==> config.mk <==
export PLATFORM = sky130hd
export DESIGN_NAME = write_back_block_cache
export DESIGN_NICKNAME = d
export VERILOG_FILES = /design/src/rtl/core/wbbc_pkg.sv /design/src/rtl/core/write_back_block_cache.sv
export SDC_FILE = /design/constraint.sdc
export NUM_CORES = 2
export LEC_CHECK = 0
export ABC_AREA = 1
export BUFFER_PORTS_ARGS = -buffer_cell sky130_fd_sc_hd__buf_2
export CAP_MARGIN = 30
export CORE_MARGIN = 2
export CORE_UTILIZATION = 45
export CTS_CLUSTER_SIZE = 25
export DETAILED_ROUTE_END_ITERATION = 8
export PLACE_DENSITY_LB_ADDON = 0.08
export SETUP_SLACK_MARGIN = 0.15
export SLEW_MARGIN = 20
export SYNTH_ARGS = -nofsm -noshare
export SYNTH_HDL_FRONTEND = slang
export SYNTH_SLANG_ARGS = --single-unit
==> constraint.sdc <==
create_clock -name clk_i -period 9.2 [get_ports clk_i]
set_clock_uncertainty 0.1 [all_clocks]
set_input_delay 1.84 -clock clk_i [delete_from_list [all_inputs] [get_ports clk_i]]
set_output_delay 1.84 -clock clk_i [all_outputs]
set_load 0.1 [all_outputs]
==> src/rtl/core/wbbc_pkg.sv <==
`timescale 1ns / 1ps

package wbbc_pkg;

  // Fixed field widths of the request and response beats.
  localparam int unsigned BLOCK_BITS     = 64;
  localparam int unsigned BLOCK_NUM_BITS = 16;
  localparam int unsigned CMD_W          = 2;

  // Configuration port.
  localparam int unsigned CFG_IDX_W  = 2;
  localparam int unsigned CFG_DATA_W = 17;
  localparam int unsigned DISK_W     = 17;
  localparam int unsigned ENTRIES_W  = 5;

  // Victim selection LFSR: 16-bit Galois, right shift.
  localparam int unsigned       LFSR_W    = 16;
  localparam logic [LFSR_W-1:0] LFSR_TAPS = 16'hB400;

  // Reset values of the configuration registers.
  localparam logic [DISK_W-1:0]    DISK_BLOCKS_RST = 17'h10000;
  localparam logic [ENTRIES_W-1:0] ENTRIES_RST     = 5'd16;
  localparam logic [LFSR_W-1:0]    LFSR_SEED_RST   = 16'd1;

  // Default cache geometry.
  localparam int unsigned NUM_ENTRIES_DEF = 16;

  // The fourth encoding is undefined and is answered with an error beat.
  typedef enum logic [CMD_W-1:0] {
    CMD_READ  = 2'd0,
    CMD_WRITE = 2'd1,
    CMD_FLUSH = 2'd2,
    CMD_UNDEF = 2'd3
  } cmd_e;

  typedef enum logic [1:0] {
    KIND_READ = 2'd0,
    KIND_WB   = 2'd1,
    KIND_DONE = 2'd2,
    KIND_ERR  = 2'd3
  } kind_e;

  typedef enum logic [CFG_IDX_W-1:0] {
    CFG_DISK_BLOCKS    = 2'd0,
    CFG_ENTRIES_IN_USE = 2'd1,
    CFG_LFSR_SEED      = 2'd2
  } cfg_idx_e;

  typedef enum logic [3:0] {
    ST_IDLE,
    ST_ERROR,
    ST_LOOKUP,
    ST_MOD,
    ST_EVICT_CHK,
    ST_EVICT_OUT,
    ST_UPDATE,
    ST_READ_OUT,
    ST_FL_SCAN,
    ST_FL_OUT,
    ST_FL_DONE
  } state_e;

  typedef struct packed {
    logic [CMD_W-1:0]          cmd;
    logic [BLOCK_NUM_BITS-1:0] block_num;
    logic [BLOCK_BITS-1:0]     wdata;
    logic [BLOCK_BITS-1:0]     disk_data;
  } req_t;

  typedef struct packed {
    kind_e                     kind;
    logic [BLOCK_NUM_BITS-1:0] out_block;
    logic [BLOCK_BITS-1:0]     out_data;
    logic                      hit;
    logic                      last;
  } rsp_t;

  function automatic logic [LFSR_W-1:0] lfsr_step(input logic [LFSR_W-1:0] cur);
    logic [LFSR_W-1:0] nxt;
    nxt = cur >> 1;
    if (cur[0]) begin
      nxt = nxt ^ LFSR_TAPS;
    end
    return nxt;
  endfunction

endpackage

==> src/rtl/core/write_back_block_cache.sv <==
// Fully associative write-back block cache; tags, valid and dirty bits sit in flip-flops
// for a parallel match, the block data in a one-port-write, one-port-read synchronous memory.
// A hit is answered from its entry; a miss fills the first empty entry in use if there is one,
// else a victim chosen by the LFSR (bit-serial remainder over its 16 bits by the entry count),
// and a dirty victim is written back first. One request at a time.
// Flush writes back and invalidates each dirty entry among the entries in use. Reset empties all.
`timescale 1ns / 1ps

module write_back_block_cache #(
  parameter int unsigned NUM_ENTRIES = wbbc_pkg::NUM_ENTRIES_DEF
) (
  input  logic                                clk_i,
  input  logic                                rst_ni,
  // Request channel.
  input  logic                                in_valid_i,
  output logic                                in_stall_o,
  input  wbbc_pkg::req_t                      in_i,
  // Response channel.
  output logic                                out_valid_o,
  input  logic                                out_stall_i,
  output wbbc_pkg::rsp_t                      out_o,
  // Configuration write channel.
  input  logic                                cfg_valid_i,
  output logic                                cfg_ready_o,
  input  logic [wbbc_pkg::CFG_IDX_W-1:0]      cfg_index_i,
  input  logic [wbbc_pkg::CFG_DATA_W-1:0]     cfg_data_i
);

  import wbbc_pkg::*;

  // Entry index width, and the width of a count that can reach NUM_ENTRIES itself.
  localparam int unsigned IDX_W = (NUM_ENTRIES > 1) ? $clog2(NUM_ENTRIES) : 1;
  localparam int unsigned N_W   = $clog2(NUM_ENTRIES + 1);
  localparam int unsigned CNT_W = $clog2(LFSR_W);

  // ---------------------------------------------------------------------------------------
  // Configuration registers. The port is always ready; the user writes only while idle, which the
  // block does not enforce. Writing the seed also reloads the LFSR, with a zero seed taken as one.
  // ---------------------------------------------------------------------------------------
  logic [DISK_W-1:0]    disk_q;
  logic [ENTRIES_W-1:0] entries_q;
  logic [LFSR_W-1:0]    lfsr_q, lfsr_d;
  logic                 cfg_acc;

  assign cfg_ready_o = 1'b1;
  assign cfg_acc     = cfg_valid_i && cfg_ready_o;

  always_ff @(posedge clk_i or negedge rst_ni) begin
    if (!rst_ni) begin
      disk_q    <= DISK_BLOCKS_RST;
      entries_q <= ENTRIES_RST;
      lfsr_q    <= LFSR_SEED_RST;
    end else begin
      lfsr_q <= lfsr_d;
      if (cfg_acc) begin
        case (cfg_index_i)
          CFG_DISK_BLOCKS: begin
            disk_q <= cfg_data_i[DISK_W-1:0];
          end
          CFG_ENTRIES_IN_USE: begin
            entries_q <= cfg_data_i[ENTRIES_W-1:0];
          end
          default: begin
          end
        endcase
      end
    end
  end

  // Entries in use, clamped to the range one to NUM_ENTRIES.
  logic [N_W-1:0] n_c;

  always_comb begin
    if (entries_q == '0) begin
      n_c = N_W'(1);
    end else if (32'(entries_q) > NUM_ENTRIES) begin
      n_c = N_W'(NUM_ENTRIES);
    end else begin
      n_c = N_W'(entries_q);
    end
  end

  // ---------------------------------------------------------------------------------------
  // Entry state. Tags, valid and dirty bits are flip-flops so that all tags are matched in
  // parallel; outside the match and the empty search they are read only at the working pointer.
  // ---------------------------------------------------------------------------------------
  logic [BLOCK_NUM_BITS-1:0] tag_q [NUM_ENTRIES];
  logic [NUM_ENTRIES-1:0]    valid_q, valid_d;
  logic [NUM_ENTRIES-1:0]    dirty_q, dirty_d;
  logic                      tag_we;

  // Block data memory: written and read at one address each per cycle, read data registered.
  logic [BLOCK_BITS-1:0] data_mem [NUM_ENTRIES];
  logic                  mem_we, mem_re;
  logic [IDX_W-1:0]      mem_raddr;
  logic [BLOCK_BITS-1:0] mem_wdata;
  logic [BLOCK_BITS-1:0] rdata_q;

  // Request held for the whole of its processing, and the controller state.
  state_e         state_q, state_d;
  req_t           req_q;
  logic [N_W-1:0] ptr_q, ptr_d;
  logic [IDX_W-1:0] pidx;
  logic           hit_q, hit_d;
  logic [N_W-1:0] rem_q, rem_d;
  logic [CNT_W-1:0] cnt_q, cnt_d;

  // Response register: it parts the two channels.
  logic out_valid_q, out_valid_d;
  rsp_t out_q, out_d;
  logic out_free;
  logic emit;

  logic in_acc;
  logic in_err;

  assign pidx     = ptr_q[IDX_W-1:0];
  assign in_acc   = in_valid_i && !in_stall_o;
  assign out_free = !out_valid_q || !out_stall_i;

  // A request is only taken in idle; the response register may still hold a beat then.
  assign in_stall_o  = (state_q != ST_IDLE);
  assign out_valid_o = out_valid_q;
  assign out_o       = out_q;

  // Undefined command, or a read or write beyond the disk, gives a single error beat.
  assign in_err = (in_i.cmd == CMD_UNDEF) || (DISK_W'(in_i.block_num) >= disk_q);

  // ---------------------------------------------------------------------------------------
  // Tag match and first empty entry among the entries in use.
  // ---------------------------------------------------------------------------------------
  logic [NUM_ENTRIES-1:0] in_use;
  logic [NUM_ENTRIES-1:0] match;
  logic                   hit_found, empty_found;
  logic [IDX_W-1:0]       hit_idx, empty_idx;

  always_comb begin
    hit_found   = 1'b0;
    empty_found = 1'b0;
    hit_idx     = '0;
    empty_idx   = '0;
    for (int i = 0; i < NUM_ENTRIES; i++) begin
      in_use[i] = (N_W'(i) < n_c);
      match[i]  = in_use[i] && valid_q[i] && (tag_q[i] == req_q.block_num);
    end
    // Walking downwards leaves the lowest index in place.
    for (int i = NUM_ENTRIES - 1; i >= 0; i--) begin
      if (match[i]) begin
        hit_found = 1'b1;
        hit_idx   = IDX_W'(i);
      end
      if (in_use[i] && !valid_q[i]) begin
        empty_found = 1'b1;
        empty_idx   = IDX_W'(i);
      end
    end
  end

  // One step of the restoring remainder of the LFSR value by the entry count, MSB first.
  logic [N_W:0] trial;
  logic [N_W:0] n_ext;

  assign n_ext = {1'b0, n_c};
  assign trial = {rem_q, lfsr_q[(LFSR_W - 1) - 32'(cnt_q)]};

  always_comb begin
    if (trial >= n_ext) begin
      rem_d = N_W'(trial - n_ext);
    end else begin
      rem_d = N_W'(trial);
    end
  end

  // ---------------------------------------------------------------------------------------
  // Next state.
  // ---------------------------------------------------------------------------------------
  always_comb begin
    state_d = state_q;
    case (state_q)
      ST_IDLE: begin
        if (in_acc) begin
          if (in_i.cmd == CMD_FLUSH) begin
            state_d = ST_FL_SCAN;
          end else if (in_err) begin
            state_d = ST_ERROR;
          end else begin
            state_d = ST_LOOKUP;
          end
        end
      end
      ST_ERROR, ST_READ_OUT, ST_UPDATE, ST_FL_DONE: begin
        if (out_free) begin
          state_d = ST_IDLE;
        end
      end
      ST_LOOKUP: begin
        if (hit_found) begin
          state_d = (req_q.cmd == CMD_READ) ? ST_READ_OUT : ST_UPDATE;
        end else if (empty_found) begin
          state_d = ST_EVICT_CHK;
        end else begin
          state_d = ST_MOD;
        end
      end
      ST_MOD: begin
        if (cnt_q == CNT_W'(LFSR_W - 1)) begin
          state_d = ST_EVICT_CHK;
        end
      end
      ST_EVICT_CHK: begin
        state_d = (valid_q[pidx] && dirty_q[pidx]) ? ST_EVICT_OUT : ST_UPDATE;
      end
      ST_EVICT_OUT: begin
        if (out_free) begin
          state_d = ST_UPDATE;
        end
      end
      ST_FL_SCAN: begin
        if (ptr_q == n_c) begin
          state_d = ST_FL_DONE;
        end else if (valid_q[pidx] && dirty_q[pidx]) begin
          state_d = ST_FL_OUT;
        end
      end
      ST_FL_OUT: begin
        if (out_free) begin
          state_d = ST_FL_SCAN;
        end
      end
      default: begin
        state_d = ST_IDLE;
      end
    endcase
  end

  // ---------------------------------------------------------------------------------------
  // Datapath control and response beats.
  // ---------------------------------------------------------------------------------------
  always_comb begin
    ptr_d     = ptr_q;
    hit_d     = hit_q;
    cnt_d     = cnt_q;
    lfsr_d    = lfsr_q;
    valid_d   = valid_q;
    dirty_d   = dirty_q;
    tag_we    = 1'b0;
    mem_we    = 1'b0;
    mem_wdata = req_q.wdata;
    mem_re    = 1'b0;
    mem_raddr = pidx;
    emit      = 1'b0;
    out_d     = out_q;

    case (state_q)
      ST_IDLE: begin
        ptr_d = '0;
      end
      ST_ERROR: begin
        if (out_free) begin
          emit            = 1'b1;
          out_d.kind      = KIND_ERR;
          out_d.out_block = req_q.block_num;
          out_d.out_data  = '0;
          out_d.hit       = 1'b0;
          out_d.last      = 1'b1;
        end
      end
      ST_LOOKUP: begin
        hit_d = hit_found;
        cnt_d = '0;
        if (hit_found) begin
          ptr_d     = N_W'(hit_idx);
          mem_re    = (req_q.cmd == CMD_READ);
          mem_raddr = hit_idx;
        end else if (empty_found) begin
          ptr_d = N_W'(empty_idx);
        end
      end
      ST_MOD: begin
        cnt_d = cnt_q + CNT_W'(1);
        if (cnt_q == CNT_W'(LFSR_W - 1)) begin
          ptr_d  = rem_d;
          lfsr_d = lfsr_step(lfsr_q);
        end
      end
      ST_EVICT_CHK: begin
        mem_re = valid_q[pidx] && dirty_q[pidx];
      end
      ST_EVICT_OUT: begin
        if (out_free) begin
          emit            = 1'b1;
          out_d.kind      = KIND_WB;
          out_d.out_block = tag_q[pidx];
          out_d.out_data  = rdata_q;
          out_d.hit       = 1'b0;
          out_d.last      = 1'b0;
        end
      end
      ST_UPDATE: begin
        if (out_free) begin
          emit            = 1'b1;
          tag_we          = 1'b1;
          mem_we          = 1'b1;
          valid_d[pidx]   = 1'b1;
          out_d.out_block = req_q.block_num;
          out_d.hit       = hit_q;
          out_d.last      = 1'b1;
          if (req_q.cmd == CMD_READ) begin
            // Only a read miss comes this way: fill from the disk, clean.
            mem_wdata      = req_q.disk_data;
            dirty_d[pidx]  = 1'b0;
            out_d.kind     = KIND_READ;
            out_d.out_data = req_q.disk_data;
          end else begin
            mem_wdata      = req_q.wdata;
            dirty_d[pidx]  = 1'b1;
            out_d.kind     = KIND_DONE;
            out_d.out_data = '0;
          end
        end
      end
      ST_READ_OUT: begin
        if (out_free) begin
          emit            = 1'b1;
          out_d.kind      = KIND_READ;
          out_d.out_block = req_q.block_num;
          out_d.out_data  = rdata_q;
          out_d.hit       = 1'b1;
          out_d.last      = 1'b1;
        end
      end
      ST_FL_SCAN: begin
        if (ptr_q != n_c) begin
          if (valid_q[pidx] && dirty_q[pidx]) begin
            mem_re = 1'b1;
          end else begin
            ptr_d = ptr_q + N_W'(1);
          end
        end
      end
      ST_FL_OUT: begin
        if (out_free) begin
          emit            = 1'b1;
          out_d.kind      = KIND_WB;
          out_d.out_block = tag_q[pidx];
          out_d.out_data  = rdata_q;
          out_d.hit       = 1'b0;
          out_d.last      = 1'b0;
          valid_d[pidx]   = 1'b0;
          dirty_d[pidx]   = 1'b0;
          ptr_d           = ptr_q + N_W'(1);
        end
      end
      ST_FL_DONE: begin
        if (out_free) begin
          emit            = 1'b1;
          out_d.kind      = KIND_DONE;
          out_d.out_block = '0;
          out_d.out_data  = '0;
          out_d.hit       = 1'b0;
          out_d.last      = 1'b1;
        end
      end
      default: begin
      end
    endcase

    // A configuration beat to the seed register reloads the LFSR; a zero seed is taken as one.
    if (cfg_acc && (cfg_index_i == CFG_LFSR_SEED)) begin
      lfsr_d = (cfg_data_i[LFSR_W-1:0] == '0) ? LFSR_SEED_RST : cfg_data_i[LFSR_W-1:0];
    end

    if (emit) begin
      out_valid_d = 1'b1;
    end else begin
      out_valid_d = out_valid_q && out_stall_i;
    end
  end

  // ---------------------------------------------------------------------------------------
  // Registers.
  // ---------------------------------------------------------------------------------------
  always_ff @(posedge clk_i or negedge rst_ni) begin
    if (!rst_ni) begin
      state_q     <= ST_IDLE;
      valid_q     <= '0;
      dirty_q     <= '0;
      out_valid_q <= 1'b0;
      ptr_q       <= '0;
      hit_q       <= 1'b0;
      cnt_q       <= '0;
      rem_q       <= '0;
    end else begin
      state_q     <= state_d;
      valid_q     <= valid_d;
      dirty_q     <= dirty_d;
      out_valid_q <= out_valid_d;
      ptr_q       <= ptr_d;
      hit_q       <= hit_d;
      cnt_q       <= cnt_d;
      if (state_q == ST_MOD) begin
        rem_q <= rem_d;
      end else begin
        rem_q <= '0;
      end
    end
  end

  // Payload registers carry no reset.
  always_ff @(posedge clk_i) begin
    if (in_acc) begin
      req_q <= in_i;
    end
    if (emit) begin
      out_q <= out_d;
    end
    if (tag_we) begin
      tag_q[pidx] <= req_q.block_num;
    end
  end

  // Data memory: write at the pointer, registered read.
  always_ff @(posedge clk_i) begin
    if (mem_we) begin
      data_mem[pidx] <= mem_wdata;
    end
  end

  always_ff @(posedge clk_i) begin
    if (mem_re) begin
      rdata_q <= data_mem[mem_raddr];
    end
  end

  // ---------------------------------------------------------------------------------------
  // Assertions.
  // ---------------------------------------------------------------------------------------
  a_dirty_valid: assert property (@(posedge clk_i) disable iff (!rst_ni)
    (dirty_q & ~valid_q) == '0)
    else $error("dirty entry without valid bit");

  a_wb_not_last: assert property (@(posedge clk_i) disable iff (!rst_ni)
    out_valid_q && (out_q.kind == KIND_WB) |-> !out_q.last && !out_q.hit)
    else $error("writeback beat marked last or hit");

  a_req_starts: assert property (@(posedge clk_i) disable iff (!rst_ni)
    in_acc |=> state_q != ST_IDLE)
    else $error("accepted request left no work behind");

  a_flush_entry: assert property (@(posedge clk_i) disable iff (!rst_ni)
    state_q == ST_FL_OUT |-> valid_q[pidx] && dirty_q[pidx] && (ptr_q < n_c))
    else $error("flush writeback of a clean or unused entry");

  a_victim_range: assert property (@(posedge clk_i) disable iff (!rst_ni)
    state_q == ST_EVICT_CHK |-> ptr_q < n_c)
    else $error("victim outside the entries in use");

endmodule
### Word-level counts from Yosys, hierarchy flattened

Memory sizes are Yosys's and may differ from the RTL's. A register that Yosys moved wholly into a read port is not among the register bits.
Index checks and enable logic that the tools add are counted.

* register bits: 320
* bits in latches: 0
* memory bits (writable): 1280
* memory bits (read-only): 0
* input bits: 170
* output and inout port bits: 87
* word-level logic and storage cells: 330
* memories: 2

* add/subtract/negate cells: 4
* $mul: 0
* divide/modulo/power cells: 0
* order comparisons: 22
* eq/ne operators: 47
* shifts and indexed selects: 0
* muxes and demuxes: 133
* bitwise gates (word level): 6
* reduce and logical (&&, ||, !) cells: 96

Memory list
* data_mem: depth 16, width 64, rd ports 1, clocked after memory_dff 1, write ports 1, line write_back_block_cache.sv:93 `logic [BLOCK_BITS-1:0] data_mem [NUM_ENTRIES];`
* tag_q: depth 16, width 16, rd ports 17, clocked after memory_dff 0, write ports 1, line write_back_block_cache.sv:87 `logic [BLOCK_NUM_BITS-1:0] tag_q [NUM_ENTRIES];`

Operators by type and width (count)
* $mux 84: 5
* $pmux 84 s5: 1
* $eq 16x16->1: 16
* $mux 64: 4
* $mux 4: 42
* $mux 16: 10
* $pmux 16 s2: 2
* $logic_and 1x1->1: 53
* $mux 5: 10
* $mux 1: 46
* $lt 4x5->1 const A: 8
* $and 16x16->16: 2
* $lt 32x5->1 const B: 1
* $or 16x16->16: 2
* $pmux 4 s8: 1
* $pmux 5 s5: 1
* $ne 2x2->1 const B: 11
* $lt 3x5->1 const A: 4
* $logic_not 1->1: 19
* $ge 16x17->1: 1
* $eq 4x3->1 const B: 4
* $eq 4x4->1 const B: 4
* $logic_not 16->1: 1
* $not 16->16: 1
* other kinds (39): 59

### Logic depth before layout (Yosys ltp)

* depth in word-level cells: 24
* mapped depth: 33
* gate-level depth less buffers: 30

### Worst setup path after synthesis

No wires, ideal clock.

* kind: input to register
* start: input in_valid_i
* end: register req_q[0] in the netlist's numbering (enable)
* setup time: 0.651 ns
* arrival: 7.887 ns
* data required time: 8.449 ns
* setup slack: 0.562 ns
* stages: 2
* buffers on the path: 0
* path through: inv_1 -> nor2_1

* longest elaborated chain between the ends: 1

RTL lines
* start: declaration: line write_back_block_cache.sv:15 `input logic in_valid_i,`
* $logic_and 1x1->1: line write_back_block_cache.sv:118 `assign in_acc = in_valid_i && !in_stall_o;`
* named net in_acc: line write_back_block_cache.sv:114 `logic in_acc;`
* end signal: assignment: line write_back_block_cache.sv:412 `req_q <= in_i;`
* end: declaration: line write_back_block_cache.sv:101 `req_t req_q;`

The timed path passes the listed nets, and every way through them passes these cells.
A chain may end at the register's enable or synchronous reset.

### Worst setup path in the final report

* start: register req_q[130] in the netlist's numbering
* end: register rdata_q[55], read port of data_mem, data pin

* longest elaborated chain between the ends: 20
* elaborated cells on any way between the ends: 68

RTL lines
* $eq 16x16->1: line write_back_block_cache.sv:144 `match[i] = in_use[i] && valid_q[i] && (tag_q[i] == req_q.block_num);`
* $logic_and 1x1->1: line write_back_block_cache.sv:144
* $mux 1 / $mux 4 (equally long branches) (16 in a row): line write_back_block_cache.sv:148 `if (match[i]) begin`
* $mux 1 / $mux 4 (equally long branches): line write_back_block_cache.sv:271 `if (hit_found) begin`
* $pmux 1 s3 / $mux 4 (equally long branches): line write_back_block_cache.sv:254 `case (state_q)`
* end: declaration: line write_back_block_cache.sv:97 `logic [BLOCK_BITS-1:0] rdata_q;`

Several ways; a longest one is shown, not always the timed one.

==> impl_metrics.tcl <==
set metrics [dict create \
    status "completed" \
    cts_sinks 1664 \
    start_util_pct 45.3 \
    synth_top_area_share_pct 63.1 \
    finalSetupViolCount 0 \
    ios 257 \
    powerDensity_mw_per_mm2 271 \
    pre_cts_ws_ns 2.32 \
    synth_most_common_cell "nand2_1" \
    final_nets 7522 \
    drtPass1Iterations 8 \
    cts_setup_buffers 0 \
    grt.total_usage_pct 29.3 \
    seqPwrFrac_pct 41.1 \
    syn_inst 7151 \
    hold_path_class "reg2reg" \
    synth_edf_count 1574 \
    ir_worst_vdd_v 0.000219 \
    leakage_nw 31.8 \
    dr_wl_met2_um 115000 \
    cts_buffers 180 \
    dieHeight_um 412 \
    cts_resized 0 \
    finalWorstSetupSlack_ns 2.48 \
    clkSlewWorstSetupHoldPaths_ns 0.06 \
    grt_pass1_vias 53948 \
    die_w_um 412 \
    grt_pass1_wl_um 368000 \
    synth_ff_type "edfxtp_1" \
    synth_top_area_cell "edfxtp_1" \
    drt-met1-wl_um 110000 \
    cts_root_buf "clkbuf_16" \
    arrival_ns 7.28 \
    drtAntennaViolNets 0 \
    drtIter0Drc 7226 \
    worstSetupStartpointType "register" \
    min_period_ns 6.72 \
    hpwl_um 143000 \
    yosysWarnings 0 \
    clk-insertion-delay-late_ns 0.82 \
    path_class "reg2reg" \
    synth_commonest_cells "2078 x nand2_1, 1574 x edfxtp_1, 963 x nand3_1" \
    slew_violations 0 \
    avgRoutedWirePerCell_um 26.1 \
    syn_nets 7348 \
    top_layer "met5" \
    clockPowerShare_pct 31.2 \
    setup_tns_ns 0 \
    via_per_inst 5.84 \
    drive_gt1_share_pct 10.0 \
    htreeDepth 4 \
    cts_tree "yes" \
    clock.fmax_mhz 149 \
    r2r-end "rdata_q[55]" \
    syn_area_per_cell_um2 10.5 \
    power_frac_comb_pct 27.7 \
    power_report.internal_total_w 0.0148 \
    whs_ns 0.385 \
    syn_area_mm2 0.0749 \
    critPathCaptureType "register" \
    worstPathRequired_ns 9.75 \
    port_buffers 255 \
    critPathMaxFanout 167 \
    worst_pin_slew_ns 1.19 \
    cap_violations 0 \
    relSlewSlack_pct 20.9 \
    cts_hold_buf 0 \
    synth.area.top_cells "edfxtp_1 63%, nand2_1 10%, nand3_1 6.4%" \
    routed-wl-met3_um 20700 \
    placementRows 149 \
    sw_frac_of_total_pct 35.2 \
    syn_to_final_growth_pct 12.6 \
    ys_async_sr_fraction_pct 5.41 \
    reg2reg_from "req_q[130]" \
    ys_seq_area_share_pct 66.1 \
    antenna_found_initial 10 \
    grt_max_degree 187 \
    worstRegToRegCells 25 \
    drc 0 \
    hold_depth 1 \
    vias 56364 \
    switchingPower_w 0.00806 \
    diodes 0 \
    synth_seq_cells 1664 \
    hold_viol 0 \
    gr-total-overflow 0 \
    fin_crit_sh_pct 73.1 \
    gp_congestion 0.980 \
    ys_types 61 \
    cts_max_path_buffers 3 \
    r2r_slack_ns 2.48 \
    rsz0062_at_grt "no" \
    drt-total-wl_um 252000 \
    die_area_mm2 0.170 \
    coreArea_mm2 0.165 \
]
[metal layers]
metal / vias up / GRT usage, %
li1: 25388 / -
met5: - / 0
met1: 27897 / 43.0
met4: 6 / 8.65
met2: 2652 / 45.3
met3: 421 / 4.38
[worst max-delay path, cell delays in order (launching register included)]
cell      delay [ns]
edfxtp_1        0.41
buf_4           0.37
inv_1           0.48
nand2_1         0.30
o21ai_0         0.11
nor2_1          0.11
nand2_1         0.06
nor2_1          0.16
nand4_1         0.20
nand2_1         0.11
nor2_1          0.11
nand2_1         0.14
inv_2           0.05
nand3_2         0.15
nand2_4         0.16
nand2_8         0.56
buf_4           0.40
buf_16          0.31
buf_12          0.60
buf_4           0.81
nand3_1         0.15
nand2_1         0.11
nand2_1         0.05
nand3_1         0.11
nand3_1         0.08
nand2_1         0.11
[registers in the layout, indices dropped and copies added, names as in the netlist, 5 cells and up, named ones only]
name       cells
req_q        146
entries_q      5
lfsr_q        16
disk_q        17
out_o         84
tag_q        256
ptr_q          5
data_mem    1024
rem_q          5
rdata_q       64
[final cells by class]
| type | instances | area (µm²) |
|---|---|---|
| Timing Repair Buffer | 431 | 3030 |
| Clock buffer | 237 | 4860 |
| Tap cell | 2189 | 2740 |
| Inverter | 348 | 1330 |
| Fill cell | 14924 | 80900 |
| Sequential cell | 1664 | 49500 |
| Multi-Input combinational cell | 4700 | 22000 |
| Clock inverter | 89 | 866 |
[how the worst max path moves through the flow]
stage,start,end,cells after the start
finish,req_q[130],rdata_q[55],25
global route,req_q[130],rdata_q[54],25
CTS,req_q[130],rdata_q[55],24
detailed placement,req_q[130],rdata_q[53],24
global placement,req_q[130],rdata_q[50],24
floorplan,in_valid_i,req_q[0],2
[stage by stage]
stage | cells | power, W | cell area [µm²] | utilization [%]
2_1_floorplan | 7151 | 0.0140 | 74900 | -
3_3_place_gp | 9313 | 0.0158 | 78200 | 47.4
3_5_place_dp | 9327 | 0.0158 | 78500 | 47.5
4_1_cts | 9653 | 0.0229 | 84200 | 51.0
5_1_grt | 9658 | 0.0239 | 84300 | 51.0
6_report | 9658 | 0.0229 | 84300 | 51.0
[logic make-up (layout without fill, tap and decap cells)]
family | after synthesis | in the layout | synth area share (%)
AO/OA/AOI/OAI | 986 | 986 | 7.18
XOR/XNOR | 73 | 73 | 0.854
adder cells (fa/ha/maj) | 27 | 27 | 0.461
buffers and inverters | 787 | 1105 | 4.85
flip-flops | 1664 | 1664 | 66.1
other | 1 | 1 | 0.00501
AND/OR/NAND/NOR | 3613 | 3613 | 20.5
[power by group through the flow]
stage	clock [W]	sequential (W)	combinational (W)
floorplan	0	0.0104	0.00361
global placement	0	0.00956	0.00621
detailed placement	0	0.00955	0.00625
CTS	0.00725	0.00941	0.00627
global route	0.00753	0.00944	0.00691
finish	0.00714	0.00941	0.00634
[cells in the final DEF (no fill, tap or decap), drive strengths merged, types with 74 or more instances in the layout]
master  count
o22ai      74
edfxtp   1574
nand2    2082
nor2      348
dfrtp      87
clkbuf    238
a21oi     185
o21ai     617
inv       349
buf       430
nand3     964
No activity file was read; power rests on OpenSTA's default activity.
